### src/rtl/dhfk_pkg.sv
// Shared types, constants and tables for the DH forward kinematics chain.
package dhfk_pkg;

   localparam int FRAC_BITS = 16;
   localparam int ANGLE_BITS = 16;
   localparam int TRIG_ITERATIONS = 16;
   localparam int ITER_W = $clog2(TRIG_ITERATIONS + 2);
   localparam int ZW = 34;
   localparam int XW = 34;
   localparam int SCW = FRAC_BITS + 2;
   localparam int DHW = 34;
   localparam int PW = 32 + SCW;
   localparam logic signed [63:0] ONE = 64'sd1 <<< FRAC_BITS;
   localparam logic signed [63:0] HALF_P = 64'sd1 <<< (FRAC_BITS - 1);
   localparam logic signed [XW-1:0] GAIN_Q30 = XW'(652032874);

   localparam logic [0:0] REQ_BASE = 1'b0;
   localparam logic [0:0] REQ_LINK = 1'b1;

   typedef struct packed {
      logic [0:0] req_type;
      logic [3:0] base_index;
      logic signed [31:0] base_value;
      logic first_link;
      logic signed [15:0] joint_angle;
      logic signed [31:0] link_offset;
      logic signed [15:0] link_twist;
      logic signed [31:0] link_length;
   } req_word_type;

   typedef struct packed {
      logic [1:0] row;
      logic [1:0] col;
      logic signed [31:0] entry_value;
      logic saturated;
      logic last_entry;
   } rsp_word_type;

   function automatic logic signed [ZW-1:0] atan_entry(input logic [4:0] i);
      logic signed [ZW-1:0] v;
      case (i)
         5'd0: v = ZW'(536870912);  5'd1: v = ZW'(316933406);
         5'd2: v = ZW'(167458907);  5'd3: v = ZW'(85004756);
         5'd4: v = ZW'(42667331);   5'd5: v = ZW'(21354465);
         5'd6: v = ZW'(10679838);   5'd7: v = ZW'(5340245);
         5'd8: v = ZW'(2670163);    5'd9: v = ZW'(1335087);
         5'd10: v = ZW'(667544);    5'd11: v = ZW'(333772);
         5'd12: v = ZW'(166886);    5'd13: v = ZW'(83443);
         5'd14: v = ZW'(41722);     5'd15: v = ZW'(20861);
         5'd16: v = ZW'(10430);     5'd17: v = ZW'(5215);
         5'd18: v = ZW'(2608);      5'd19: v = ZW'(1304);
         5'd20: v = ZW'(652);       5'd21: v = ZW'(326);
         5'd22: v = ZW'(163);       5'd23: v = ZW'(81);
         5'd24: v = ZW'(41);        5'd25: v = ZW'(20);
         5'd26: v = ZW'(10);        5'd27: v = ZW'(5);
         5'd28: v = ZW'(3);         5'd29: v = ZW'(1);
         default: v = '0;
      endcase
      return v;
   endfunction

   function automatic logic signed [63:0] rnd(input logic signed [63:0] p);
      return (p + HALF_P) >>> FRAC_BITS;
   endfunction

endpackage

### src/rtl/dhfk_front.sv
// Front end: input queue of words, base matrix writes and link dispatch.
module dhfk_front (
   input  logic clock,
   input  logic reset,
   input  logic req_push,
   output logic req_full,
   input  dhfk_pkg::req_word_type req_word,
   output logic link_valid,
   input  logic link_take,
   output logic base_we,
   output dhfk_pkg::req_word_type link_word
);
   import dhfk_pkg::*;

   req_word_type q_ff [2];
   req_word_type q_in [2];
   logic [1:0] cnt_ff, cnt_in;
   logic rd_ff, rd_in, wr_ff, wr_in;
   logic pop;
   req_word_type head;

   assign req_full = (cnt_ff == 2'd2);
   assign head = q_ff[rd_ff];
   assign link_word = head;
   assign link_valid = (cnt_ff != 2'd0) && (head.req_type == REQ_LINK);
   assign base_we = (cnt_ff != 2'd0) && (head.req_type == REQ_BASE);
   assign pop = base_we || (link_valid && link_take);

   always_comb begin
      q_in = q_ff;
      wr_in = wr_ff;
      rd_in = rd_ff;
      cnt_in = cnt_ff;
      if (req_push && !req_full) begin
         q_in[wr_ff] = req_word;
         wr_in = ~wr_ff;
      end
      if (pop) begin
         rd_in = ~rd_ff;
      end
      cnt_in = cnt_ff + {1'b0, req_push && !req_full} - {1'b0, pop};
   end

   always_ff @(posedge clock) begin
      q_ff <= q_in;
      if (reset) begin
         cnt_ff <= '0;
         rd_ff <= 1'b0;
         wr_ff <= 1'b0;
      end else begin
         cnt_ff <= cnt_in;
         rd_ff <= rd_in;
         wr_ff <= wr_in;
      end
   end
endmodule

### config.mk
export PLATFORM = sky130hd
export DESIGN_NAME = dhfk_front
export DESIGN_NICKNAME = d
export VERILOG_FILES = /design/src/rtl/dhfk_pkg.sv /design/src/rtl/dhfk_front.sv
export SDC_FILE = /design/constraint.sdc
export NUM_CORES = 1
export LEC_CHECK = 0
export BUFFER_PORTS_ARGS = -buffer_cell sky130_fd_sc_hd__buf_2
export CAP_MARGIN = 20
export CORE_MARGIN = 2
export CORE_UTILIZATION = 50
export CTS_CLUSTER_SIZE = 28
export DETAILED_ROUTE_END_ITERATION = 12
export PLACE_DENSITY_LB_ADDON = 0.3
export SETUP_SLACK_MARGIN = 0.15
export SYNTH_ARGS = -nofsm -noshare
export SYNTH_HDL_FRONTEND = slang
export SYNTH_SLANG_ARGS = --single-unit
### constraint.sdc
create_clock -name clock -period 11.7 [get_ports clock]
set_clock_uncertainty 0.2 [all_clocks]
set_input_delay 0.585 -clock clock [delete_from_list [all_inputs] [get_ports clock]]
set_output_delay 0.585 -clock clock [all_outputs]
set_load 0.05 [all_outputs]
== Yosys cells after proc, flatten, opt, wreduce, memory -nomap -nowiden ==
Index checks and enable logic that the tools add are counted.
Cells by class
  reduce and logical (&&, ||, !) cells: 8
  add/sub/neg operators: 2
  bitwise logic cells: 5
  equality and inequality tests: 1
  $lt $le $gt $ge: 3
  muxes and demuxes: 6
Operators with widths (count)
  $mux W134: 4
  $bwmux W268: 1
  $demux W134 S1: 1
  $logic_and A1 B1 Y1: 5
  $ge A2 B2 Y1 const B: 2
  $not A1 Y2: 2
  $not A1 Y1: 3
  $add A2 B1 Y2: 1
  $eq A2 B2 Y1 const B: 1
  $lt A2 B1 Y1 const B: 1
  $reduce_bool A2 Y1: 1
  $sub A2 B1 Y2: 1
  $logic_not A1 Y1: 1
  $logic_or A1 B1 Y1: 1
Word-level totals
  input bits: 138
  register bits after elaboration: 272
  output and inout bits: 137
  word-level logic and storage cells: 44

== Longest topological paths before layout ==
Gate-level depths: netlist of run 1.
  depth in word-level cells: 8
  gate-level depth with buffers: 9
  mapped depth without buffers: 8

== Worst setup path before layout of run 1 ==
OpenSTA, ideal clock, no wires.
  path kind: input to register
  start point: input req_push
  end point: register q_ff[0] in the netlist's numbering, enable pin
  path buffers: 0
  arrival time: 3.717 ns
  setup slack: 7.273 ns
  stages on the path: 1
  data required time: 10.990 ns
  setup time: 0.510 ns
  cells stage by stage: and3_1
On the way
  cells in the longest elaborated chain, start to end: 1
Ends and longest elaborated chain
  from (decl): RTL line dhfk_front.sv:5  | input logic req_push,
  $logic_and A1 B1 Y1: RTL line dhfk_front.sv:34  | if (req_push && !req_full) begin
  to (signal assigned): RTL line dhfk_front.sv:45  | q_ff <= q_in;
  to (decl): RTL line dhfk_front.sv:15  | req_word_type q_ff [2];
Every way passes these cells.
A chain may end at the register's enable or synchronous reset.

==> summary.txt, run 1 <==
Job
  – MaxCap Viol Count: 0

Global route
  – GRT Resource Usage Total: 0.1750
  – First-pass GRT wire length: approximately 29 mm
  – Largest net degree at the start of global routing: between 70 and 80
  – Vias in the first global route: approximately 5.5k
  – Grt total ovfl: 0
  – Initial antenna violation count: 2

Synthesis
  – Post-Synthesis Cells: 447
  – Post-Syn Nets: ~590
  – Count of different cell masters after synthesis: 21
  – Count leader, synth: edfxtp_1
  – Syn Area/Cell: 22.58 um2
  – EDFF count, synth: around 270
  – Synth warn: 0
  – Area leader, netlist: edfxtp_1
  – Most frequent cells after synthesis: edfxtp_1 (268), mux2_2 (85), mux2_4 (49), buf_2 (8), buf_6 (6)
  – Seq/Total Area, Yosys: 0.8053
  – Synth Register Bits: between 200 and 300
  – Top cells by area, synth: edfxtp_1 (80%), mux2_2 (9.5%), mux2_4 (7.3%)
  – Synth async-reset ratio: 0
  – Post-synth top area share: 0.7973
  – Synth Cell Area: roughly 10,000 um2
  – Synth Flop Type: edfxtp_1

STA
  – Final worst path period share: 0.2922
  – Worst Max-Slew Pin Slew: 0.9900 ns
  – Final hold violations: 0
  – Pins over their slew limit: 0
  – TNS Setup: 0 ns
  – Tmin final: about 3.4 ns
  – Max_slew headroom: 0.3400
  – Max Fclk: around 0.3 GHz
  – Final setup fails: 0
  – RSZ-0062 raised after global routing: no

Critical path
  – Worst setup EP type: primary output
  – Worst-path maximum fanout: 54
  – CP required: 10.92 ns
  – R2R Path Start: cnt_ff[0]
  – Reg-to-reg endpoint: q_ff[211]
  – Arr. time, crit path: between 2 and 3 ns
  – Path depth of the worst reg2reg path: 5
  – CP Class: reg -> out
  – R2R Setup Slk: about 8.8 ns
  – Worst setup SP type: flip-flop

Route
  – Via count: approximately 5k
  – Residual DRC: 0
  – Post-route ant nets: 0
  – Avg Vias per Cell: 4.986
  – Routed Wire Length: between 15 and 20 mm
  – First-pass detailed-route iteration total: 4
  – DRT iter0 DRCs: roughly 230
  – Drt wl/cell: approximately 19 um

Clock tree
  – Num CTS Buffers: 27
  – Post-CTS Setup Bufs: 0
  – Clock latency on the worst-skew pair: 0.51 ns
  – Clock buffer depth: 3
  – Clk root buf: clkbuf_16
  – Post-CTS Resized: 0
  – Clock-pin slew on the worst setup and hold paths: ~0.060 ns
  – CTS Sinks: between 200 and 300
  – # hold bufs at CTS: 0
  – TritonCTS clock tree: yes
  – Max H-tree Level: 1

Power
  – Maximum VDD drop: approximately 170 uV
  – Power Density: roughly 250 nW/um2
  – Lkg Pwr: 4.777 nW

Floorplanning
  – Core area: 19,650 um2
  – Die area: around 21,000 um2
  – Die H: 146.1 um
  – Initial core utilization: 0.5136
  – Row cnt: between 50 and 60
  – Die X-Extent: 146.1 um
  – Ports: 275

Cells and area
  – Nets: 879
  – Layout cells sized above 1: 0.5876
  – Area Growth Syn to Fin: 23.92%
  – Final non-filler cell total: slightly above 1k
  – Fill cells: ~1.4k

Placed design
  – Port Buffer Count: 274
  – Gpl congestion: around 0.74
  – Placed cell count: 975
  – DP Wirelength: 12.70 mm

Worst hold path
  – Hold Crit Depth: 1
  – Min-Delay Endpoint: q_ff[160]
  – Worst Hold Class: in -> reg
  – HP Start: req_word[26]

Status
  – Status: completed
-- power by group --
group	switching [mW]	internal [mW]	total (mW)	leakage [nW]
clock network	0.328	0.444	0.772	0.383
registers	0.0485	1.22	1.27	2.53
logic	0.813	0.326	1.14	1.86
total	1.19	1.99	3.18	4.78
-- critical path, cell delays in order, from the launching register on --
cell and delay (ns):
dfxtp_4 0.69, buf_4 0.69, mux2_2 0.43, buf_2 0.22
-- per-layer routing --
metal / vias to the layer above / track usage / routed length, um
met5: - / 0 / 7
met4: 2 / 0.04660 / 380
met3: 32 / 0.06500 / 1940
met2: 226 / 0.2991 / 9271
met1: 2497 / 0.2116 / 7604
li1: 2354 / - / -
-- how the worst max path moves through the flow --
stage | from | endpoint | slack (ns) | cells after the start
2_1_floorplan | req_push | q_ff[0] | 7.27 | 1
3_3_place_gp | req_push | q_ff[142] | 8.60 | 5
3_5_place_dp | req_push | q_ff[171] | 8.54 | 5
4_1_cts | rd_ff | link_word[1] | 8.24 | 3
5_1_grt | rd_ff | link_word[11] | 8.16 | 3
6_report | rd_ff | link_word[11] | 8.28 | 3
-- registers in the layout, indices dropped and copies added (netlist names) --
signal / cells
rd_ff: 1
cnt_ff: 2
wr_ff: 1
q_ff: 268
-- per-stage QoR --
stage          setup WS [ns]  power (mW)  instance area [um2]  hold WS [ns]    util
3_5_place_dp           8.543       2.440                11720        0.3068  0.5962
2_1_floorplan          7.273       2.222                10090        0.2518       -
3_3_place_gp           8.599       2.419                11720        0.2775  0.5962
5_1_grt                8.157       3.306                12510       0.03139  0.6363
4_1_cts                8.243       3.219                12510       0.02817  0.6363
6_report               8.281       3.184                12510       0.05411  0.6364
-- placed cells by master (no fill, tap or decap), types with 3 or more instances in the layout --
master	n
edfxtp_1	268
nor2b_1	3
buf_4	4
buf_2	274
dfxtp_1	3
mux2_2	85
clkinv_1	9
clkinv_2	3
clkbuf_16	27
inv_1	4
nor2_1	3
a21oi_1	3
mux2_4	49
clkbuf_1	9
-- logic make-up (layout without fill, tap and decap cells) --
logic type	count (synthesis)	after routing	share of synthesized area
DFF	272	272	0.8053
muxes	134	134	0.1677
buffers and inverters	20	332	0.01401
and+or+nand+nor	12	12	0.006323
AOI/OAI and AO/OA	6	6	0.003347
adders and majority gates	2	2	0.002479
xor gates and xnor gates	1	1	0.0008679
other	0	1	0
-- layout make-up --
type | instances | area, um2 | area share
clock inverters | 13 | 78.83 | 0.006302
diodes | 1 | 2.502 | 0.0002001
clock buffers | 36 | 709.4 | 0.05672
multi-input cells | 155 | 1829 | 0.1462
well taps | 265 | 331.6 | 0.02651
flip-flops and latches | 272 | 8132 | 0.6501
repair buffers | 278 | 1401 | 0.1120
inverters | 5 | 23.77 | 0.001901
Power figures use the tool's default switching activity.
==> inputs of run 2 (changes only) <==
Settings changed: CORE_UTILIZATION 50 to 47.
Clock period 11.7 ns to 3.1 ns, I/O delays scaled along.
==> run 2 against run 1 <==
Effect of this change: final cell count increased by 15%; register-to-register slack got worse by 7.9 ns; utilization increased by 3.0 points; first-iteration DRC count decreased by 2.1%; sequential cell count unchanged; combinational power increased to 4.0 times the previous value.
==> summary.txt, run 2 (synthesis gave the netlist of run 1 again) <==
Status
  – Status: completed

Cells and area
  – Fill cells: 1,403 (-2.0%)
  – Layout cells sized above 1: 0.5055 (-0.08207)
  – Regs by FF count: q_ff x268, cnt_ff x2
  – Area Growth Syn to Fin: 38.71%
  – Reg with most FFs: q_ff
  – ANT cells: 0 (-1)
  – Nets: 1,022 (+16%)
  – Most frequent cells in the layout: buf_2 (274), edfxtp_1 (268), dlygate4sd3_1 (137)
  – Max FFs per register: 268 (unchanged)
  – Design area: 14,000 um2 (+12%)
  – Layout Utilization: 0.6660 (+0.02960)
  – Most common cell after layout, fill and taps aside: buf_2

Route
  – Post-route ant nets: 0 (unchanged)
  – Avg Vias per Cell: 4.853 (-2.7%)
  – Routed Wire Length: 21.35 mm (+11%)
  – First-pass detailed-route iteration total: 4 (unchanged)
  – DRT iter0 DRCs: 228 (-2.1%)
  – Via count: 5,712 (+12%)
  – Drt wl/cell: 18.14 um (-3.2%)
  – Residual DRC: 0 (unchanged)

STA
  – Max Fclk: about 0.38 GHz
  – Final worst path period share: 0.8449
  – RSZ-0062 raised after global routing: no
  – Final hold violations: 0 (unchanged)
  – Pins over their slew limit: 0 (unchanged)
  – Final setup fails: 0 (unchanged)
  – Worst Max-Slew Pin Slew: 0.8881 ns (-0.1019 ns)
  – Max_slew headroom: 0.4079 (+0.06796)
  – PnR worst setup slack: 0.4807 ns (-7.801 ns)
  – Tmin final: 2.619 ns

Placed design
  – Placed inst area: 11,840 um2 (+1.1%)
  – Pre-CTS WS: 0.8316 ns (-7.711 ns)
  – Port Buffer Count: 274 (unchanged)
  – Gpl congestion: 0.7321 (-0.48%)
  – DP Wirelength: 12.50 mm (-1.6%)

Worst hold path
  – Worst Hold Class: in -> reg

Power
  – Maximum VDD drop: 679.9 uV (+300%)
  – Power Density: 876.3 nW/um2 (+240%)
  – Tot Pwr: 12.27 mW (+290%)
  – Lkg Pwr: 5.381 nW (+13%)

Clock tree
  – Clock buffer depth: 3 (unchanged)
  – TritonCTS clock tree: yes
  – Post-CTS Setup Bufs: 0 (unchanged)
  – Max H-tree Level: 1 (unchanged)
  – Post-CTS Resized: 0 (unchanged)
  – CTS Sinks: 272 (unchanged)
  – Clk root buf: clkbuf_16
  – Num CTS Buffers: 27 (unchanged)
  – # hold bufs at CTS: 137 (+137)
  – Clock-pin slew on the worst setup and hold paths: 0.06 ns (about the same)
  – Clock latency on the worst-skew pair: 0.51 ns (about the same)

Critical path
  – Slowest Stage Delay on Critical Path: 0.59 ns (-0.10 ns)
  – Delay-heaviest family, CP: buffers and inverters
  – Worst setup SP type: flip-flop
  – CP required: 2.74 ns (-8.18 ns)
  – Arr. time, crit path: 2.26 ns (-0.37 ns)
  – Buf+Inv Stages, Crit Path: 2 (unchanged)
  – Worst-path maximum fanout: 135 (+150%)
  – CP Class: reg -> out
  – Crit-path slowest cell: buf_12
  – Worst setup EP type: primary output
  – Cell Chain, Critical Path: buf_12 -> mux2_2 -> buf_2
  – R2R Setup Slk: 0.84 ns (-7.94 ns)

Floorplanning
  – Ports: 275 (unchanged)
  – Die X-Extent: 150.5 um (+3.1%)
  – Row cnt: 53 (+3.9%)
  – Die area: 22,660 um2 (+6.2%)
  – Die H: 150.5 um (+3.1%)
  – Core area: 21,020 um2 (+7.0%)
  – Initial core utilization: 0.4801 (-0.03341)

Global route
  – Vias in the first global route: 6,209 (+12%)
  – Grt total ovfl: 0 (unchanged)
  – Largest net degree at the start of global routing: 136 (+89%)
  – Initial antenna violation count: 0 (-2)
  – First-pass GRT wire length: 31.59 mm (+8.2%)
  – GRT Resource Usage Total: 0.1793 (+0.004237)

Job
  – MaxCap Viol Count: 0 (unchanged)
[run 2: changes by cell type in the layout (fill, tap and decap cells not counted), moves of 2 or more]
cell           change
dfxtp_2            +2
dfxtp_1            -2
clkinvlp_4         +2
clkbuf_1           +5
clkinv_1           -4
buf_12             +4
dlygate4sd3_1    +137
buf_4              +2
[run 2: worst paths after layout]
path | startpoint | endpoint | cells after the start
setup / recovery | rd_ff | link_word[9] | 3
hold / removal | req_word[82] | q_ff[82] | 2
setup reg to reg | cnt_ff[0] | q_ff[136] | 5
hold reg to reg | wr_ff | wr_ff | 2
[run 2: final cells by class]
class	instances	area, um2	area share
inverters	5	26.28	0.001877
multi-input cells	155	1842	0.1315
repair buffers	421	2868	0.2048
flip-flops and latches	272	8134	0.5810
well taps	275	344.1	0.02458
clock inverters	8	58.81	0.004200
clock buffers	41	728.2	0.05201
[run 2: through the flow]
stage               setup TNS [ns]  hold WS, ns  cells
floorplan                   -39.28      0.01920    447
global placement                 0       0.1433    991
detailed placement               0       0.1460    991
CTS                              0       0.1383   1177
global route                     0       0.1430   1177
finish                           0       0.1564   1177
[run 2: report_power, final]
part | internal [mW] | switching, mW | total (mW)
registers | 4.61 | 0.119 | 4.73
clock network | 1.69 | 1.25 | 2.94
logic | 1.41 | 3.19 | 4.59
total | 7.71 | 4.56 | 12.3
[run 2: worst register-to-register path: cells and delay by family, from the launching register on]
family | cells | cell delay, ns
buffers and inverters | 3 | 0.88
flip-flops | 1 | 0.34
AND/OR/NAND/NOR | 2 | 0.52
[run 2: layer usage]
| layer | share of wire | up-vias | global-route usage |
|---|---|---|---|
| li1 | - | 2640 | - |
| met4 | 0.019 | 0 | 0.04906 |
| met1 | 0.38 | 2804 | 0.2040 |
| met2 | 0.50 | 235 | 0.3195 |
| met5 | 0 | - | 0 |
| met3 | 0.094 | 33 | 0.06364 |
==> inputs of run 3 (changes only) <==
Clock period 3.1 ns to 2.15 ns, I/O delays scaled along.
==> run 3 against run 2 <==
Effect of this change: die area unchanged; worst hold slack worse by 0.061 ns; sequential cell count unchanged; critical path depth up 1; non-clock buffer count up 23; register-to-register slack worse by 0.81 ns; worst setup slack worse by 0.45 ns; global-route usage up 2.4 points; highest routed layer unchanged.
==> summary.txt, run 3 (synthesis gave the netlist of run 1 again) <==
Route
  – Drt wl/cell: 20.12 um (+11%)
  – Via count: 5,943 (+4.0%)
  – DRT iter0 DRCs: 276 (+21%)
  – Post-route ant nets: 0 (unchanged)
  – Routed Wire Length: 24.25 mm (+14%)
  – Residual DRC: 0 (unchanged)
  – First-pass detailed-route iteration total: 4 (unchanged)
  – Avg Vias per Cell: 4.932 (+1.6%)

Cells and area
  – Storage element area: 8137 um2 (about the same)
  – Multi-input logic area: 1974 um2 (+7.2%)
  – Layout cells sized above 1: 0.5291 (+0.02355)
  – Most common cell after layout, fill and taps aside: edfxtp_1
  – Max FFs per register: 268 (unchanged)
  – Design area: 15,500 um2 (+11%)
  – Reg with most FFs: q_ff
  – Nets: 1,046 (+2.3%)
  – Area Growth Syn to Fin: 53.55%
  – Regs by FF count: q_ff x268, cnt_ff x2
  – Fill cells: 1,149 (-18%)
  – Most frequent cells in the layout: edfxtp_1 (268), buf_2 (168), dlygate4sd3_1 (137)

Critical path
  – CP startpoint: rd_ff
  – Delay-heaviest family, CP: buffers and inverters
  – Arr. time, crit path: 1.82 ns (-0.44 ns)
  – R2R Path Start: rd_ff
  – CP required: 1.84 ns (-0.90 ns)
  – CP Class: reg -> out
  – Slowest Stage Delay on Critical Path: 0.43 ns (-0.16 ns)
  – Cell Chain, Critical Path: buf_6 -> buf_16 -> mux2_2 -> buf_6
  – Worst setup SP type: flip-flop
  – Worst-path maximum fanout: 16 (-88%)
  – Crit path top cell by count: buf_6
  – Crit-path slowest cell: dfxtp_4
  – Worst setup EP type: primary output
  – Buf+Inv Stages, Crit Path: 3 (+1)

Clock tree
  – TritonCTS clock tree: yes
  – Num CTS Buffers: 28 (+3.7%)
  – CTS Sinks: 272 (unchanged)
  – Clk root buf: clkbuf_16
  – Clock-pin slew on the worst setup and hold paths: 0.06 ns (about the same)
  – Max H-tree Level: 1 (unchanged)
  – Clock latency on the worst-skew pair: 0.52 ns (about the same)
  – Clock buffer depth: 3 (unchanged)

STA
  – RSZ-0062 raised after global routing: yes
  – PnR worst setup slack: 0.02714 ns (-0.4536 ns)
  – Tmin final: between 2 and 2.5 ns
  – Pins over their slew limit: 0 (unchanged)
  – Max Fclk: between 0.4 and 0.5 GHz
  – Max_slew headroom: 0.7492 (+0.3413)
  – Final hold violations: 0 (unchanged)
  – Final worst path period share: 0.9874
  – Final setup fails: 0 (unchanged)
  – Worst Max-Slew Pin Slew: 0.3761 ns (-0.5119 ns)

Status
  – Status: completed

Global route
  – Grt total ovfl: 0 (unchanged)
  – GRT Resource Usage Total: 0.2033 (+0.02398)
  – Vias in the first global route: 6,557 (+5.6%)
  – Largest net degree at the start of global routing: 67 (-51%)
  – Initial antenna violation count: 1 (+1)
  – First-pass GRT wire length: 34.88 mm (+10%)

Power
  – Seq pwr share: 0.341 (-0.045)
  – Maximum VDD drop: 968.6 uV (+42%)
  – Switching part of the total power: 0.3600 (-0.01133)
  – Lkg Pwr: 5.999 nW (+11%)
  – Comb pwr share: 0.441 (+0.066)
  – Power Density: 1299 nW/um2 (+48%)
  – P_int: 12.88 mW (+67%)
  – P_sw: 7.246 mW (+59%)
  – Clock network fraction of total power: 0.218 (-0.022)
  – Tot Pwr: 20.13 mW (+64%)

Floorplanning
  – Die X-Extent: 150.5 um (unchanged)
  – Row cnt: 53 (unchanged)
  – Die H: 150.5 um (unchanged)
  – Initial core utilization: 0.4801 (unchanged)
  – Core area: 21,020 um2 (unchanged)
  – Die area: 22,660 um2 (unchanged)
  – Ports: 275 (unchanged)

Worst hold path
  – HP Start: req_word[126]
  – Worst Hold Class: in -> reg

Placed design
  – Placed inst area: 11,870 um2 (+0.25%)
  – Pre-CTS WS: 0.1555 ns (-0.6761 ns)
  – DP Wirelength: 12.80 mm (+2.4%)
  – Gpl congestion: 0.7273 (-0.66%)
  – Port Buffer Count: 274 (unchanged)

Job
  – MaxCap Viol Count: 0 (unchanged)
==> run 3: power groups by stage <==
stage          Clock (mW)  Combinational (mW)  Sequential, mW
2_1_floorplan           0                5.17            6.92
3_3_place_gp            0                6.43            6.89
3_5_place_dp            0                6.49            6.94
4_1_cts              4.46                8.37            6.84
5_1_grt              4.69                9.22            6.92
6_report             4.38                8.88            6.87
==> run 3: per-stage QoR <==
step / TNS (ns) / instances / utilization / hold WS, ns
floorplan: -250.67 / 447 / - / -0.02830
global placement: 0 / 989 / 0.5648 / 0.09483
detailed placement: 0 / 989 / 0.5648 / 0.09895
CTS: -0.03205 / 1195 / 0.7201 / 0.07537
global route: -1.178 / 1204 / 0.7372 / 0.09000
finish: 0 / 1205 / 0.7373 / 0.09502
==> run 3: what timing repair did <==
item / 4_1_cts / 5_1_grt
setup endpoints to repair: 163 / 197
resized for setup: 241 / 69
gates cloned: 8 / 4
endpoints found under the hold margin: 281 / 0
pin swaps: 0 / 6
setup buffers: 9 / 4
hold buffers: 137 / 0
==> run 3: cell type report <==
cell class,count,share of cell area
clock buffers,40,0.05013
inverters,5,0.001695
well taps,275,0.02220
flip-flops and latches,272,0.5250
repair buffers,444,0.2698
diodes,2,0.0003229
multi-input cells,155,0.1274
clock inverters,12,0.003471
==> run 3: worst paths after layout <==
kind,end,slack [ns],depth (start not counted)
worst max register to register,cnt_ff[1],0.03,9
worst min register to register,wr_ff,0.31,2
worst min-delay path,q_ff[260],0.1,2
worst max-delay path,link_word[13],0.03,4
==> run 3: per-layer routing <==
layer | GRT usage | share of wire | vias to the layer above
li1 | - | - | 2696
met1 | 0.2358 | 0.37 | 2965
met2 | 0.3643 | 0.52 | 240
met3 | 0.06303 | 0.082 | 42
met4 | 0.05566 | 0.021 | 0
met5 | 0 | 0 | -
